[src/rtl/arw_pkg.sv]
// Shared types and codes for the ARQ receive window reassembly block.
`default_nettype none
package arw_pkg;
	typedef enum logic [2:0] {
		RK_ACK     = 3'd0,
		RK_DELIVER = 3'd1,
		RK_DUP     = 3'd2,
		RK_OOW     = 3'd3,
		RK_IGNORED = 3'd4
	} result_kind_t;

	localparam logic [1:0] KIND_PUSH = 2'd0;

	localparam logic REG_CONV = 1'b0;
	localparam logic REG_WND  = 1'b1;

	typedef struct packed {
		logic shift;
		logic wr_en;
	} cell_ctl_t;
endpackage
`default_nettype wire

[src/rtl/arw_cell.sv]
// One window slot cell: holds a segment and takes its neighbor's on a shift.
`default_nettype none
module arw_cell #(
	parameter int HANDLE_BITS = 10
) (
	input  wire                    clk,
	input  wire                    arst_n,
	input  arw_pkg::cell_ctl_t     ctl,
	input  wire [7:0]              wr_frag,
	input  wire [HANDLE_BITS-1:0]  wr_handle,
	input  wire                    nxt_filled,
	input  wire [7:0]              nxt_frag,
	input  wire [HANDLE_BITS-1:0]  nxt_handle,
	output logic                   filled,
	output logic [7:0]             frag,
	output logic [HANDLE_BITS-1:0] handle
);
	import arw_pkg::*;

	logic                   filled_q;
	logic [7:0]             frag_q;
	logic [HANDLE_BITS-1:0] handle_q;

	always_ff @(posedge clk or negedge arst_n) begin
		if (!arst_n) begin
			filled_q <= 1'b0;
		end else if (ctl.shift) begin
			filled_q <= nxt_filled;
		end else if (ctl.wr_en) begin
			filled_q <= 1'b1;
		end
	end

	always_ff @(posedge clk) begin
		if (ctl.shift) begin
			frag_q   <= nxt_frag;
			handle_q <= nxt_handle;
		end else if (ctl.wr_en) begin
			frag_q   <= wr_frag;
			handle_q <= wr_handle;
		end
	end

	assign filled = filled_q;
	assign frag   = frag_q;
	assign handle = handle_q;
endmodule
`default_nettype wire

[src/rtl/arq_receive_window_reassembly_top.sv]
// Top level of the ARQ receive window: classify, store and deliver segments.
// The first result strobe is registered out of the evaluate state, entered from idle when start is taken.
// A new segment is taken only in the idle state, after its evaluation and any delivery run;
// the delivery run shifts the slot chain one cell per cycle.
// Reset clears every slot cell's fill flag, the next expected number and the output registers at once,
// and sets the window register to 32. The receiver cannot stall: each result is shown for exactly one cycle.
`default_nettype none
module arq_receive_window_reassembly_top #(
	parameter int WINDOW_SLOTS = 32,
	parameter int HANDLE_BITS  = 10
) (
	input  wire                    clk,
	input  wire                    arst_n,
	input  wire                    psel,
	input  wire                    penable,
	input  wire                    pwrite,
	input  wire [2:0]              paddr,
	input  wire [31:0]             pwdata,
	output logic [31:0]            prdata,
	output logic                   pready,
	input  wire                    start,
	output logic                   busy,
	input  wire [1:0]              kind,
	input  wire [31:0]             seq_num,
	input  wire [7:0]              fragment_count,
	input  wire [31:0]             timestamp,
	input  wire [HANDLE_BITS-1:0]  payload_handle,
	input  wire [31:0]             send_una,
	output logic                   strobe,
	output logic [2:0]             result_kind,
	output logic [31:0]            out_conversation,
	output logic [31:0]            out_seq,
	output logic [31:0]            out_timestamp,
	output logic [5:0]             out_window,
	output logic [31:0]            out_una,
	output logic [HANDLE_BITS-1:0] out_handle,
	output logic [7:0]             out_fragment,
	output logic                   last
);
	import arw_pkg::*;

	localparam int OW = (WINDOW_SLOTS > 1) ? $clog2(WINDOW_SLOTS) : 1;
	localparam logic [5:0] SLOTS6 = 6'(WINDOW_SLOTS);

	typedef enum logic [1:0] {ST_IDLE, ST_EVAL, ST_DELIVER} state_t;

	state_t state_q;
	logic [31:0] conv_q;
	logic [5:0]  rwnd_q;
	logic [31:0] ne_q;

	logic [1:0]             kind_s1;
	logic [31:0]            seq_s1;
	logic [7:0]             frag_s1;
	logic [31:0]            ts_s1;
	logic [HANDLE_BITS-1:0] handle_s1;
	logic [31:0]            una_s1;

	logic                   strobe_q;
	logic [2:0]             rk_q;
	logic [31:0]            conv_out_q, seq_out_q, ts_out_q, una_out_q;
	logic [5:0]             wnd_out_q;
	logic [HANDLE_BITS-1:0] handle_out_q;
	logic [7:0]             frag_out_q;
	logic                   last_q;

	logic                   filled_w [WINDOW_SLOTS+1];
	logic [7:0]             frag_w   [WINDOW_SLOTS+1];
	logic [HANDLE_BITS-1:0] hnd_w    [WINDOW_SLOTS+1];

	logic        cfg_wr;
	logic [5:0]  wnd;
	logic [31:0] diff;
	logic [OW-1:0] off;
	logic        is_push, is_dup, is_oow, do_store, do_shift;

	assign pready = 1'b1;
	assign cfg_wr = psel && penable && pwrite;
	assign prdata = (paddr[2] == REG_WND) ? {26'd0, rwnd_q} : conv_q;

	assign wnd      = (rwnd_q > SLOTS6) ? SLOTS6 : rwnd_q;
	assign diff     = seq_s1 - ne_q;
	assign off      = diff[OW-1:0];
	assign is_push  = (kind_s1 == KIND_PUSH);
	assign is_dup   = seq_s1 < ne_q;
	assign is_oow   = {1'b0, seq_s1} >= ({1'b0, ne_q} + {27'd0, wnd});
	assign do_store = (state_q == ST_EVAL) && is_push && !is_dup && !is_oow;
	assign do_shift = (state_q == ST_DELIVER);
	assign busy     = (state_q != ST_IDLE);

	assign filled_w[WINDOW_SLOTS] = 1'b0;
	assign frag_w[WINDOW_SLOTS]   = 8'd0;
	assign hnd_w[WINDOW_SLOTS]    = '0;

	for (genvar i = 0; i < WINDOW_SLOTS; i++) begin : g_cell
		cell_ctl_t ctl;
		assign ctl.shift = do_shift;
		// an occupied slot keeps its segment; the new one is dropped
		assign ctl.wr_en = do_store && (off == OW'(i)) && !filled_w[i];
		arw_cell #(.HANDLE_BITS(HANDLE_BITS)) u_cell (
			.clk        (clk),
			.arst_n     (arst_n),
			.ctl        (ctl),
			.wr_frag    (frag_s1),
			.wr_handle  (handle_s1),
			.nxt_filled (filled_w[i+1]),
			.nxt_frag   (frag_w[i+1]),
			.nxt_handle (hnd_w[i+1]),
			.filled     (filled_w[i]),
			.frag       (frag_w[i]),
			.handle     (hnd_w[i])
		);
	end

	always_ff @(posedge clk or negedge arst_n) begin
		if (!arst_n) begin
			conv_q <= 32'd0;
			rwnd_q <= 6'd32;
		end else if (cfg_wr) begin
			if (paddr[2] == REG_CONV) conv_q <= pwdata;
			else rwnd_q <= pwdata[5:0];
		end
	end

	always_ff @(posedge clk) begin
		if (start && !busy) begin
			kind_s1   <= kind;
			seq_s1    <= seq_num;
			frag_s1   <= fragment_count;
			ts_s1     <= timestamp;
			handle_s1 <= payload_handle;
			una_s1    <= send_una;
		end
	end

	always_ff @(posedge clk or negedge arst_n) begin
		if (!arst_n) begin
			state_q      <= ST_IDLE;
			ne_q         <= 32'd0;
			strobe_q     <= 1'b0;
			rk_q         <= RK_IGNORED;
			conv_out_q   <= 32'd0;
			seq_out_q    <= 32'd0;
			ts_out_q     <= 32'd0;
			una_out_q    <= 32'd0;
			wnd_out_q    <= 6'd0;
			handle_out_q <= '0;
			frag_out_q   <= 8'd0;
			last_q       <= 1'b0;
		end else begin
			strobe_q     <= 1'b0;
			conv_out_q   <= 32'd0;
			seq_out_q    <= 32'd0;
			ts_out_q     <= 32'd0;
			una_out_q    <= 32'd0;
			wnd_out_q    <= 6'd0;
			handle_out_q <= '0;
			frag_out_q   <= 8'd0;
			last_q       <= 1'b0;
			case (state_q)
				ST_IDLE: begin
					if (start) state_q <= ST_EVAL;
				end
				ST_EVAL: begin
					strobe_q <= 1'b1;
					last_q   <= 1'b1;
					state_q  <= ST_IDLE;
					if (!is_push) begin
						rk_q <= RK_IGNORED;
					end else if (is_dup) begin
						rk_q      <= RK_DUP;
						seq_out_q <= seq_s1;
					end else if (is_oow) begin
						rk_q      <= RK_OOW;
						seq_out_q <= seq_s1;
					end else begin
						rk_q       <= RK_ACK;
						conv_out_q <= conv_q;
						seq_out_q  <= seq_s1;
						ts_out_q   <= ts_s1;
						wnd_out_q  <= wnd;
						una_out_q  <= una_s1;
						// head cell is empty at idle, so a run starts only here
						if (diff == 32'd0) begin
							last_q  <= 1'b0;
							state_q <= ST_DELIVER;
						end
					end
				end
				ST_DELIVER: begin
					strobe_q     <= 1'b1;
					rk_q         <= RK_DELIVER;
					seq_out_q    <= ne_q;
					handle_out_q <= hnd_w[0];
					frag_out_q   <= frag_w[0];
					ne_q         <= ne_q + 32'd1;
					if (!filled_w[1]) begin
						last_q  <= 1'b1;
						state_q <= ST_IDLE;
					end
				end
				default: state_q <= ST_IDLE;
			endcase
		end
	end

	assign strobe           = strobe_q;
	assign result_kind      = rk_q;
	assign out_conversation = conv_out_q;
	assign out_seq          = seq_out_q;
	assign out_timestamp    = ts_out_q;
	assign out_window       = wnd_out_q;
	assign out_una          = una_out_q;
	assign out_handle       = handle_out_q;
	assign out_fragment     = frag_out_q;
	assign last             = last_q;
endmodule
`default_nettype wire
[config.mk]
export PLATFORM = sky130hd
export DESIGN_NAME = arq_receive_window_reassembly_top
export DESIGN_NICKNAME = d
export VERILOG_FILES = /design/src/rtl/arw_pkg.sv /design/src/rtl/arw_cell.sv /design/src/rtl/arq_receive_window_reassembly_top.sv
export SDC_FILE = /design/constraint.sdc
export NUM_CORES = 1
export LEC_CHECK = 0
export BUFFER_PORTS_ARGS = -buffer_cell sky130_fd_sc_hd__clkbuf_2
export CAP_MARGIN = 10
export CORE_MARGIN = 5
export CORE_UTILIZATION = 25
export DETAILED_ROUTE_END_ITERATION = 7
export SLEW_MARGIN = 40
export SYNTH_ARGS = -nofsm -noshare
export SYNTH_HDL_FRONTEND = slang
export SYNTH_SLANG_ARGS = --single-unit
[constraint.sdc]
create_clock -name clk -period 11.7 [get_ports clk]
set_input_delay 0.585 -clock clk [delete_from_list [all_inputs] [get_ports clk]]
set_output_delay 0.585 -clock clk [all_outputs]
set_load 0.02 [all_outputs]
Word level (Yosys, flattened, before mapping)
Cells that the tools add are included. W data, S select, Z words.

Reduce and logical (&&, ||, !) cells: 147. Order comparisons: 3. Multiplexer cells: 228. Equality and inequality tests: 35. Divide/modulo/power cells: 0. Shift-type cells: 0. Bitwise operators: 1. Multipliers: 0. Add/subtract/negate cells: 3.

Operators by type and width (count): $mux W10 (63); $mux W8 (63); $mux W32 (14); $eq A5 B5 Y1 const B (16); $logic_and A1 B1 Y1 (70); $mux W1 (70); $reduce_bool A2 Y1 (34); $pmux W32 S2 (1); $eq A5 B4 Y1 const B (8); $logic_not A1 Y1 (35); $add A32 B6 Y33 (1); $ge A32 B33 Y1 (1); $add A32 B1 Y32 const B (1); $logic_not A32 Y1 (1); $lt A32 B32 Y1 (1); $sub A32 B32 Y32 (1); $mux W6 (5); $eq A5 B3 Y1 const B (4); $mux W2 (8); $eq A5 B2 Y1 const B (2); $gt A6 B6 Y1 const B (1); $pmux W2 S3 (1); $pmux W3 S2 (1); $reduce_and A2 Y1 (3); other kinds (10) (12).

RAM bits: 0. Memories: 0. Bits of input ports: 157. Latch bits: 0. Register bits after elaboration: 953. ROM bits: 0.

Depth between registers and ports, before layout
Gate-level depths: netlist (run 1).

Word-level depth: 10. Depth in mapped cells: 25. Gate-level depth less buffers: 23.

Hierarchy
From an unflattened synthesis (run 1), not the netlist that was laid out.

Cell total of the unflattened synthesis: 2697. Area total of the unflattened synthesis: 43789.5 sq um.

Modules (own cells, without submodules): arw_cell (area each 873.3 sq um, instances 32, cells each 43); arq_receive_window_reassembly_top (area each 15842.7 sq um, instances 1, cells each 1321).

Least setup slack after synthesis (run 1)
Ideal clock, no wire load.

Path kind: register to register. From: register rwnd_q[5]. To: register g_cell[17].u_cell.frag_q[0], enable pin. Arrival: 5991 ps. Slack: 5288 ps. Library setup time: 421 ps. Path buffers: 0. Stages on the path, launching flop included: 22. Path through: dfstp_2 -> nor2b_1 -> ha_1 -> fa_1 -> a21o_1 -> a21oi_1 -> o21bai_1 -> a21oi_1 -> nor2_1 -> nand3_1 -> nor2_1 -> xnor2_1 -> ha_1 -> a21o_1 -> a21o_1 -> a221o_1 -> a22oi_1 -> o211ai_1 -> a221oi_4 -> and2_4 -> nand2_1 -> o31ai_1.

Word-level cells in the longest chain between the ends: 9.

Ends and longest elaborated chain: start, declared (line arq_receive_window_reassembly_top.sv:49) `logic [5:0] rwnd_q;`; start signal, assigned (line arq_receive_window_reassembly_top.sv:121) `else rwnd_q <= pwdata[5:0];`; $gt A6 B6 Y1 (line arq_receive_window_reassembly_top.sv:81) `assign wnd = (rwnd_q > SLOTS6) ? SLOTS6 : rwnd_q;`; $mux W6 * (line arq_receive_window_reassembly_top.sv:81); $add A32 B6 Y33 * (line arq_receive_window_reassembly_top.sv:86) `assign is_oow = {1'b0, seq_s1} >= ({1'b0, ne_q} + {27'd0, wnd});`; $ge A32 B33 Y1 * (line arq_receive_window_reassembly_top.sv:86); $logic_not A1 Y1 * (line arq_receive_window_reassembly_top.sv:87) `assign do_store = (state_q == ST_EVAL) && is_push && !is_dup && !is_oow;`; $logic_and A1 B1 Y1 * (line arq_receive_window_reassembly_top.sv:87); $logic_and A1 B1 Y1 * (2 in series) (line arq_receive_window_reassembly_top.sv:99) `assign ctl.wr_en = do_store && (off == OW'(i)) && !filled_w[i];`; $reduce_bool A2 Y1 (no line) *; end signal, assigned (line arw_cell.sv:36) `frag_q <= nxt_frag;`; end signal, assigned (line arw_cell.sv:39) `frag_q <= wr_frag;`; end, declared (line arw_cell.sv:21) `logic [7:0] frag_q;`.

Mark *: on every way between the ends. The rest lies on a longest branch, timed or not. A chain may end at the register's enable or synchronous reset.

Worst setup path in the final report (run 1)
From: register rwnd_q[5]. To: register g_cell[2].u_cell.frag_q[5], enable pin.

Word-level cells in the longest chain between the ends: 9.

Ends and longest elaborated chain (line): $gt A6 B6 Y1 (arq_receive_window_reassembly_top.sv:81); $mux W6 * (arq_receive_window_reassembly_top.sv:81); $add A32 B6 Y33 * (arq_receive_window_reassembly_top.sv:86); $ge A32 B33 Y1 * (arq_receive_window_reassembly_top.sv:86); $logic_not A1 Y1 * (arq_receive_window_reassembly_top.sv:87); $logic_and A1 B1 Y1 * (arq_receive_window_reassembly_top.sv:87); $logic_and A1 B1 Y1 * (2 in series) (arq_receive_window_reassembly_top.sv:99); $reduce_bool A2 Y1 (no line) *; end signal, assigned (arw_cell.sv:36); end signal, assigned (arw_cell.sv:39); end, declared (arw_cell.sv:21).

Marks and branches as above.

==> flow_summary.rst, run 1 <==
.. list-table::
   :header-rows: 1

   * - Metric
     - Value
   * - Result of the run
     - finished clean
   * - Post-CTS clock slew at the launch and capture registers of the worst setup and hold paths
     - 0.06 ns
   * - Area of the core
     - 0.1562 mm^2
   * - Maximum root-to-sink buffer count
     - 3
   * - Synthesized cell area
     - 0.03926 mm^2
   * - Sequential share of the synthesized area
     - 0.6912
   * - Routed via count
     - 24530
   * - Number of I/O pins
     - 348
   * - Transition at the pin with the smallest max-transition slack
     - 0.8045 ns
   * - Internal
     - 0.006053 W
   * - Number of inserted filler cells in the final layout
     - 15550
   * - Residual DRC
     - 0
   * - Top cells by instance count after synthesis
     - nand2_1, edfxtp_1, dfrtp_1
   * - Type of the worst min-delay path
     - primary input to register
   * - Async S/R FF share, synth
     - 0.2739
   * - Unrepaired setup endpoints after global routing
     - false
   * - Area share of the largest cell type after synthesis
     - 0.5156
   * - Die height
     - 406.3 um
   * - Number of nets in the layout
     - 3903
   * - Maximum fanout encountered on the critical timing path
     - 100
   * - Worst max-slew margin expressed relative to the limit
     - 0.4637
   * - Pwr/cell area
     - 171.9 mW/mm^2
   * - Routed Wire Length
     - 88.05 mm
   * - Reg2Reg Depth
     - 23
   * - Minimum clock period after layout
     - 7.470 ns
   * - Fin cells
     - 5817
   * - Drt first pass iters
     - 5
   * - Number of vias per cell
     - 4.216
   * - Clock root buffer
     - clkbuf_16
   * - Fraction of power consumed by combinational cells
     - 0.120
   * - Hold Path Depth
     - 1
   * - Total routing usage reported by global routing
     - 0.1058
   * - Placed cell count
     - 5577
   * - Required time worst endpoint
     - 12.10 ns
   * - Share of power burned in the clock network
     - 0.393
   * - DR iter-0 viols
     - 1366
   * - Area added between synthesis and finish
     - 21.15%
   * - Final clock skew
     - 0.04862 ns
   * - Type of element capturing the critical path
     - register
   * - Initial core utilization
     - 0.2513
   * - Max frequency
     - 0.1339 GHz
   * - Final Max Tran Viols
     - 0
   * - Largest net degree at the start of global routing
     - 195
   * - Aggregate global routing overflow
     - 0
   * - # Post-CTS Setup Buffers
     - 0
   * - Tcrit/Tclk final
     - 0.6384
   * - Flop2flop setup slack
     - 4.23 ns
   * - Total negative slack for setup checks
     - 0 ns
   * - Sequential group share of total power
     - 0.486
   * - Syn Inst Count
     - 3298
   * - DP Wirelength
     - 62.40 mm
   * - Hold violation count in the final report
     - 0
   * - Wire length per cell
     - 15.14 um
   * - Count of flip-flops with a built-in enable after synthesis
     - 674
   * - Seq cells post-synth
     - 953
   * - Number of antenna violations at the first check in global routing
     - 4
   * - Switching fraction of total power
     - 0.2595
   * - Clock latency of the later-clocked register in the worst-skew pair
     - 0.72 ns
   * - Reported net switching power
     - 0.002121 W
   * - Final number of setup-violating endpoints
     - 0
   * - Count of input and output buffers
     - 344
   * - Share of final-layout standard cells stronger than drive strength 1
     - 0.1762
   * - Data arrival time of the worst path
     - 7.87 ns
   * - Syn avg cell area
     - 11.90 um^2
   * - Placement Rows
     - 145
   * - CTS H-tree depth
     - 3
   * - VDD IR max
     - 144.4 uV
   * - Horizontal die dimension
     - 406.3 um
   * - Post-Syn Nets
     - 3531
   * - Number of library cell types mapped by synthesis
     - 73
   * - Sinks on Clock Net
     - 953
   * - Static leakage
     - 18.65 nW
   * - TritonCTS clock tree
     - yes
   * - Most area-consuming cells after synthesis
     - edfxtp_1, dfrtp_1, nand2_1, ha_1, and2_1
   * - Critical path type
     - register to register
   * - Inserted Clock Buffers
     - 101
   * - Most used flip-flop cell after synthesis
     - edfxtp_1
   * - Max-capacitance violation count
     - 0
   * - Global placer's final weighted congestion
     - 0.8346
   * - Number of global-route vias before repair
     - 24660
   * - Leading cell type by number of instances after synthesis
     - nand2_1
   * - Die ar.
     - 0.1651 mm^2
   * - Remaining number of nets flagged by the antenna check after routing
     - 0
   * - Wire length of the first global-routing pass
     - 139.2 mm
   * - Number of warnings printed during yosys synthesis
     - 0
   * - Cell taking the most area after synthesis
     - edfxtp_1
   * - Critical Path Start Type
     - register
==> metal layers <==
layer | track usage | wire, um | part of all wire
met3 | 0.03456 | 6277 | 0.071
met4 | 0.03885 | 2926 | 0.033
met5 | 0 | 12 | 0.00014
met1 | 0.1321 | 37840 | 0.43
met2 | 0.1712 | 41000 | 0.47
==> sequential cells by signal (all words and copies together) (netlist names) <==
signal	flops
ne_q	32
conv_q	32
frag_s1	8
state_q	2
last	1
kind_s1	2
out_una	32
handle_s1	10
out_timestamp	32
una_s1	32
g_cell.u_cell.frag	256
ts_s1	32
out_conversation	32
g_cell.u_cell.handle	320
out_window	6
strobe	1
seq_s1	32
out_handle	10
out_fragment	8
g_cell.u_cell.filled	32
result_kind	3
out_seq	32
rwnd_q	6
==> kinds of logic (layout without fill, tap and decap cells) <==
logic type               after synthesis  in the layout  synth area share
flip-flops                           953            953            0.6912
AO/OA/AOI/OAI                        267            267           0.04519
buffers and inverters                235            694           0.02301
XOR/XNOR                              75             75           0.01673
other                                  1              3        0.00009552
multiplexers                          98             98           0.02649
AND/OR/NAND/NOR                     1593           1593            0.1727
adder cells (fa/ha/maj)               76             76           0.02460
==> layout by cell type (no fill, tap or decap), types with 10 or more instances in the layout <==
| cell type | Yosys | final |
|---|---|---|
| and2_1 | 124 | 123 |
| clkinv_1 | 1 | 20 |
| buf_4 | 1 | 52 |
| nand2b_1 | 11 | 11 |
| xor2_1 | 10 | 10 |
| dlygate4sd3_1 | 0 | 45 |
| clkbuf_16 | 0 | 101 |
| nor2_1 | 68 | 68 |
| edfxtp_1 | 674 | 674 |
| clkinv_2 | 0 | 14 |
| nand3_1 | 17 | 17 |
| o21ai_0 | 60 | 60 |
| a21oi_1 | 56 | 56 |
| mux2i_1 | 51 | 51 |
| o31ai_2 | 0 | 20 |
| nor2b_1 | 69 | 69 |
| nor3_1 | 21 | 21 |
| mux2_2 | 47 | 47 |
| nand4_1 | 23 | 23 |
| a21o_1 | 18 | 18 |
| nand2_1 | 1214 | 1207 |
| dfxtp_1 | 18 | 18 |
| inv_1 | 51 | 51 |
| clkbuf_2 | 0 | 343 |
| clkbuf_1 | 167 | 20 |
| bufinv_16 | 0 | 10 |
| a22oi_1 | 33 | 33 |
| xnor2_1 | 65 | 65 |
| dfrtp_1 | 259 | 259 |
| ha_1 | 74 | 73 |
| o31ai_4 | 0 | 10 |
==> power by group through the flow <==
stage               combinational [W]  clock (W)  sequential (W)
finish                       0.000985    0.00322         0.00397
global route                  0.00111    0.00346         0.00399
CTS                          0.000993    0.00332         0.00398
detailed placement           0.000976          0         0.00404
global placement             0.000950          0         0.00404
floorplan                    0.000591          0         0.00404
==> area by class of cell <==
class | count | area, um^2 | area share
Timing Repair Buffer | 452 | 2746 | 0.05775
Clock buffer | 124 | 2644 | 0.05559
Sequential cell | 953 | 27130 | 0.5705
Antenna cell | 2 | 5.005 | 0.0001052
Inverter | 52 | 195.2 | 0.004104
Multi-Input combinational cell | 2110 | 11500 | 0.2419
Clock inverter | 66 | 758.2 | 0.01594
Tap cell | 2058 | 2575 | 0.05414
==> timing repair <==
item	CTS	global route
endpoints found under the hold margin	132	0
resized for setup	0	0
hold buffers	45	0
==> worst max-delay path, stage by stage, from the launching register on <==
cell	delay (ns)
dfstp_2	0.68
nor2b_1	0.09
ha_1	0.21
fa_1	0.41
a21o_1	0.20
a21oi_1	0.22
o21bai_1	0.11
a21oi_1	0.55
nor2_1	0.25
nand3_1	0.37
nor2_1	0.11
xnor2_1	0.14
ha_1	0.29
a21o_1	0.19
a21o_1	0.17
a221o_1	0.32
a22oi_1	0.24
o211ai_1	0.27
a221oi_4	0.31
buf_6	0.48
and2b_1	0.34
nand2_1	0.30
o31ai_4	0.56
buf_4	0.31
==> per-stage QoR <==
stage,instance area [um^2],power (W),hold slack (ns),setup slack [ns],util
floorplan,39260,0.004628,0.2894,5.288,-
global placement,43500,0.004990,0.4287,3.873,0.2785
detailed placement,43630,0.005020,0.4318,4.103,0.2793
CTS,47480,0.008289,0.0001266,4.038,0.3040
global route,47560,0.008556,0.008299,3.712,0.3045
finish,47560,0.008174,0.06342,4.230,0.3045
==> final timing paths <==
check                            startpoint                       end
min in group asynchronous            arst_n         out_timestamp[16]
worst min-delay path            seq_num[31]                seq_s1[31]
worst min register to register    ts_s1[16]         out_timestamp[16]
worst max-delay path              rwnd_q[5]  g_cell[2].u_cell.frag[5]
worst max register to register    rwnd_q[5]  g_cell[2].u_cell.frag[5]
max in group asynchronous            arst_n   g_cell[5].u_cell.filled
(Power assumes the default switching activity.)
==> inputs of run 2 (changes only) <==
clock period = 6 ns   (was 11.7 ns; I/O delays follow)
==> run 2 against run 1 <==
Non-clock buffer count is 117 higher; design area is 3.4% higher; total power is 97% higher; worst hold slack better by 0.11 ns; die area stayed put; critical endpoint is now g_cell[1].u_cell.frag[5]; highest routed layer unchanged.
==> flow_summary.rst, run 2 (synthesized netlist as in run 1, its figures left out) <==
.. list-table::
   :header-rows: 1

   * - Metric
     - Value
   * - Tcrit/Tclk final
     - 0.9412 (was 0.6384)
   * - Pwr/cell area
     - 328.1 mW/mm^2 (was 171.9 mW/mm^2)
   * - Sinks on Clock Net
     - 953 (unchanged)
   * - Share of power burned in the clock network
     - 0.389 (was 0.393)
   * - Routed via count
     - 25620 (was 24530)
   * - Critical Path Start Type
     - register (unchanged)
   * - Max-capacitance violation count
     - 0 (unchanged)
   * - Drt first pass iters
     - 5 (unchanged)
   * - Wire length of the first global-routing pass
     - 154.4 mm (was 139.2 mm)
   * - DR iter-0 viols
     - 1799 (was 1366)
   * - Area added between synthesis and finish
     - 25.28% (was 21.15%)
   * - Maximum fanout encountered on the critical timing path
     - 18 (was 100)
   * - Final number of setup-violating endpoints
     - 0 (unchanged)
   * - TritonCTS clock tree
     - yes (unchanged)
   * - Number of inserted filler cells in the final layout
     - 15520 (was 15550)
   * - CTS H-tree depth
     - 3 (unchanged)
   * - Initial core utilization
     - 0.2513 (unchanged)
   * - Fraction of power consumed by combinational cells
     - 0.130 (was 0.120)
   * - Area of the core
     - 0.1562 mm^2 (unchanged)
   * - Type of the worst min-delay path
     - primary input to asynchronous set/reset pin (was primary input to register)
   * - Hold violation count in the final report
     - 0 (unchanged)
   * - Die height
     - 406.3 um (unchanged)
   * - Internal
     - 0.01186 W (was 0.006053 W)
   * - Transition at the pin with the smallest max-transition slack
     - 0.9468 ns (was 0.8045 ns)
   * - Residual DRC
     - 0 (unchanged)
   * - Number of global-route vias before repair
     - 26420 (was 24660)
   * - Largest net degree at the start of global routing
     - 132 (was 195)
   * - Wire length per cell
     - 16.56 um (was 15.14 um)
   * - Count of input and output buffers
     - 344 (unchanged)
   * - Horizontal die dimension
     - 406.3 um (unchanged)
   * - Die ar.
     - 0.1651 mm^2 (unchanged)
   * - Remaining number of nets flagged by the antenna check after routing
     - 0 (unchanged)
   * - VDD IR max
     - 271.9 uV (was 144.4 uV)
   * - Total routing usage reported by global routing
     - 0.1186 (was 0.1058)
   * - Routed Wire Length
     - 98.30 mm (was 88.05 mm)
   * - Stage delay of the slowest cell on the critical path
     - 0.57 ns (was 0.68 ns)
   * - Required time worst endpoint
     - 6.38 ns (was 12.10 ns)
   * - Data arrival time of the worst path
     - 6.03 ns (was 7.87 ns)
   * - Area of all placed cells without fillers
     - 0.04918 mm^2 (was 0.04756 mm^2)
   * - Type of element capturing the critical path
     - register (unchanged)
   * - Final Max Tran Viols
     - 0 (unchanged)
   * - DP Wirelength
     - 66.76 mm (was 62.40 mm)
   * - Reported net switching power
     - 0.004272 W (was 0.002121 W)
   * - Share of final-layout standard cells stronger than drive strength 1
     - 0.1795 (was 0.1762)
   * - Post-CTS clock slew at the launch and capture registers of the worst setup and hold paths
     - 0.06 ns (about the same)
   * - Flop2flop setup slack
     - 0.35 ns (was 4.23 ns)
   * - Number of vias per cell
     - 4.317 (was 4.216)
   * - Number of nets in the layout
     - 4019 (was 3903)
   * - Worst path slowest cell
     - dfstp_2 (unchanged)
   * - Final clock skew
     - 0.04500 ns (was 0.04862 ns)
   * - Number of I/O pins
     - 348 (unchanged)
   * - Maximum root-to-sink buffer count
     - 3 (unchanged)
   * - Clock latency of the later-clocked register in the worst-skew pair
     - 0.70 ns (was 0.72 ns)
   * - Commonest non-fill, non-tap cell in the layout
     - nand2_1 (unchanged)
   * - Placement Rows
     - 145 (unchanged)
   * - Inserted Clock Buffers
     - 100 (was 101)
   * - Static leakage
     - 19.22 nW (was 18.65 nW)
   * - Placement-stage cell area
     - 0.04415 mm^2 (was 0.04363 mm^2)
   * - Aggregate global routing overflow
     - 0 (unchanged)
   * - Ordered list of cells on the worst path
     - nor2b_1 -> ha_1 -> fa_1 -> a21o_1 -> a21oi_1 -> o21bai_1 -> a21oi_2 -> nor2_1 -> nand3_2 -> nor3_1 -> xnor2_1 -> ha_1 -> a21oi_1 -> o21ai_0 -> a221o_1 -> a22oi_1 -> o211ai_1 -> a221oi_4 -> and2b_1 -> nand2_1 -> buf_4 -> o31ai_4 -> buf_12 (was nor2b_1 -> ha_1 -> fa_1 -> a21o_1 -> a21oi_1 -> o21bai_1 -> a21oi_1 -> nor2_1 -> nand3_1 -> nor2_1 -> xnor2_1 -> ha_1 -> a21o_1 -> a21o_1 -> a221o_1 -> a22oi_1 -> o211ai_1 -> a221oi_4 -> buf_6 -> and2b_1 -> nand2_1 -> o31ai_4 -> buf_4)
   * - Worst max-slew margin expressed relative to the limit
     - 0.3672 (was 0.4637)
   * - Hold Slack
     - 0.1773 ns (was 0.06342 ns)
   * - Critical path type
     - register to register (unchanged)
   * - Minimum clock period after layout
     - 5.647 ns (was 7.470 ns)
   * - Total negative slack for setup checks
     - 0 ns (unchanged)
   * - Most frequent cells in the layout
     - nand2_1, edfxtp_1, clkbuf_2, dfrtp_1, dlygate4sd3_1 (was nand2_1, edfxtp_1, clkbuf_2, dfrtp_1, and2_1)
   * - Number of antenna violations at the first check in global routing
     - 4 (unchanged)
   * - Clock root buffer
     - clkbuf_16 (unchanged)
   * - Result of the run
     - finished clean (unchanged)
   * - Number of flip-flops in the largest register
     - 320 (unchanged)
   * - Switching fraction of total power
     - 0.2648 (was 0.2595)
   * - Unrepaired setup endpoints after global routing
     - false (unchanged)
   * - Max frequency
     - 0.1771 GHz (was 0.1339 GHz)
   * - Pwr Total
     - 0.01613 W (was 0.008174 W)
   * - Global placer's final weighted congestion
     - 0.8615 (was 0.8346)
   * - Sequential group share of total power
     - 0.481 (was 0.486)
## run 2: cell types whose count changed in the layout (fill, tap and decap cells not counted), moves of 6 or more
cell / before / now
dlygate4sd3_1: 45 / 150
o31ai_2: 20 / 14
o31ai_4: 10 / 16
clkinv_1: 20 / 14
buf_4: 52 / 35
nand2_2: 7 / 14
nand2_4: 0 / 9
nand2_1: 1207 / 1191
buf_12: 2 / 33
## run 2: per-layer routing
layer	vias up	track usage	wire, um
met1	12590	0.1508	42080
met3	146	0.02777	5855
li1	12230	-	-
met4	2	0.03473	2737
met2	650	0.2014	47620
met5	-	0	8
## run 2: stage by stage
| stage | setup slack (ns) | std cells | util |
|---|---|---|---|
| global placement | -0.09569 | 5589 | 0.2822 |
| floorplan | -0.4120 | 3298 | - |
| finish | 0.3527 | 5935 | 0.3149 |
| global route | 0.008578 | 5933 | 0.3148 |
| detailed placement | -0.08026 | 5590 | 0.2826 |
| CTS | 0.08161 | 5929 | 0.3138 |
## run 2: worst max-delay path: cells and delay by family, from the launching register on
family,cells,cell delay (ns)
simple gates,6,0.91
buf+inv,2,0.41
compound gates,11,2.38
flops,1,0.57
fa+ha+maj,3,0.92
xor+xnor,1,0.14
## run 2: power by group through the flow
stage	Combinational, W	Clock (W)	Sequential, W
5_1_grt	0.00234	0.00670	0.00779
3_3_place_gp	0.00201	0	0.00789
6_report	0.00210	0.00627	0.00776
4_1_cts	0.00212	0.00643	0.00776
2_1_floorplan	0.00116	0	0.00787
3_5_place_dp	0.00203	0	0.00789
## run 2: timing repair
item / in CTS / in global routing
buffers inserted: 1 / 1
setup endpoints to repair: 256 / 558
pin swaps: 1 / 2
endpoints found under the hold margin: 228 / 0
hold buffers: 150 / 0
gates resized for setup: 2 / 19
## run 2: worst paths after layout
check | startpoint | end | cells past startpoint
max | rwnd_q[5] | g_cell[1].u_cell.frag[5] | 23
min reg2reg | una_s1[4] | out_una[4] | 1
max reg2reg | rwnd_q[5] | g_cell[1].u_cell.frag[5] | 23
min in group clk | pwrite | rwnd_q[4] | 3
max in group asynchronous | arst_n | out_conversation[10] | 3
min | arst_n | out_una[12] | 2
## run 2: layout make-up
cell class	instances	area (um^2)	area share
Sequential cell	953	27130	0.5517
Multi-Input combinational cell	2110	11660	0.2371
Timing Repair Buffer	569	4254	0.08650
Clock buffer	127	2635	0.05358
Tap cell	2058	2575	0.05236
Clock inverter	61	714.4	0.01453
Inverter	52	195.2	0.003969
Antenna cell	5	12.51	0.0002544
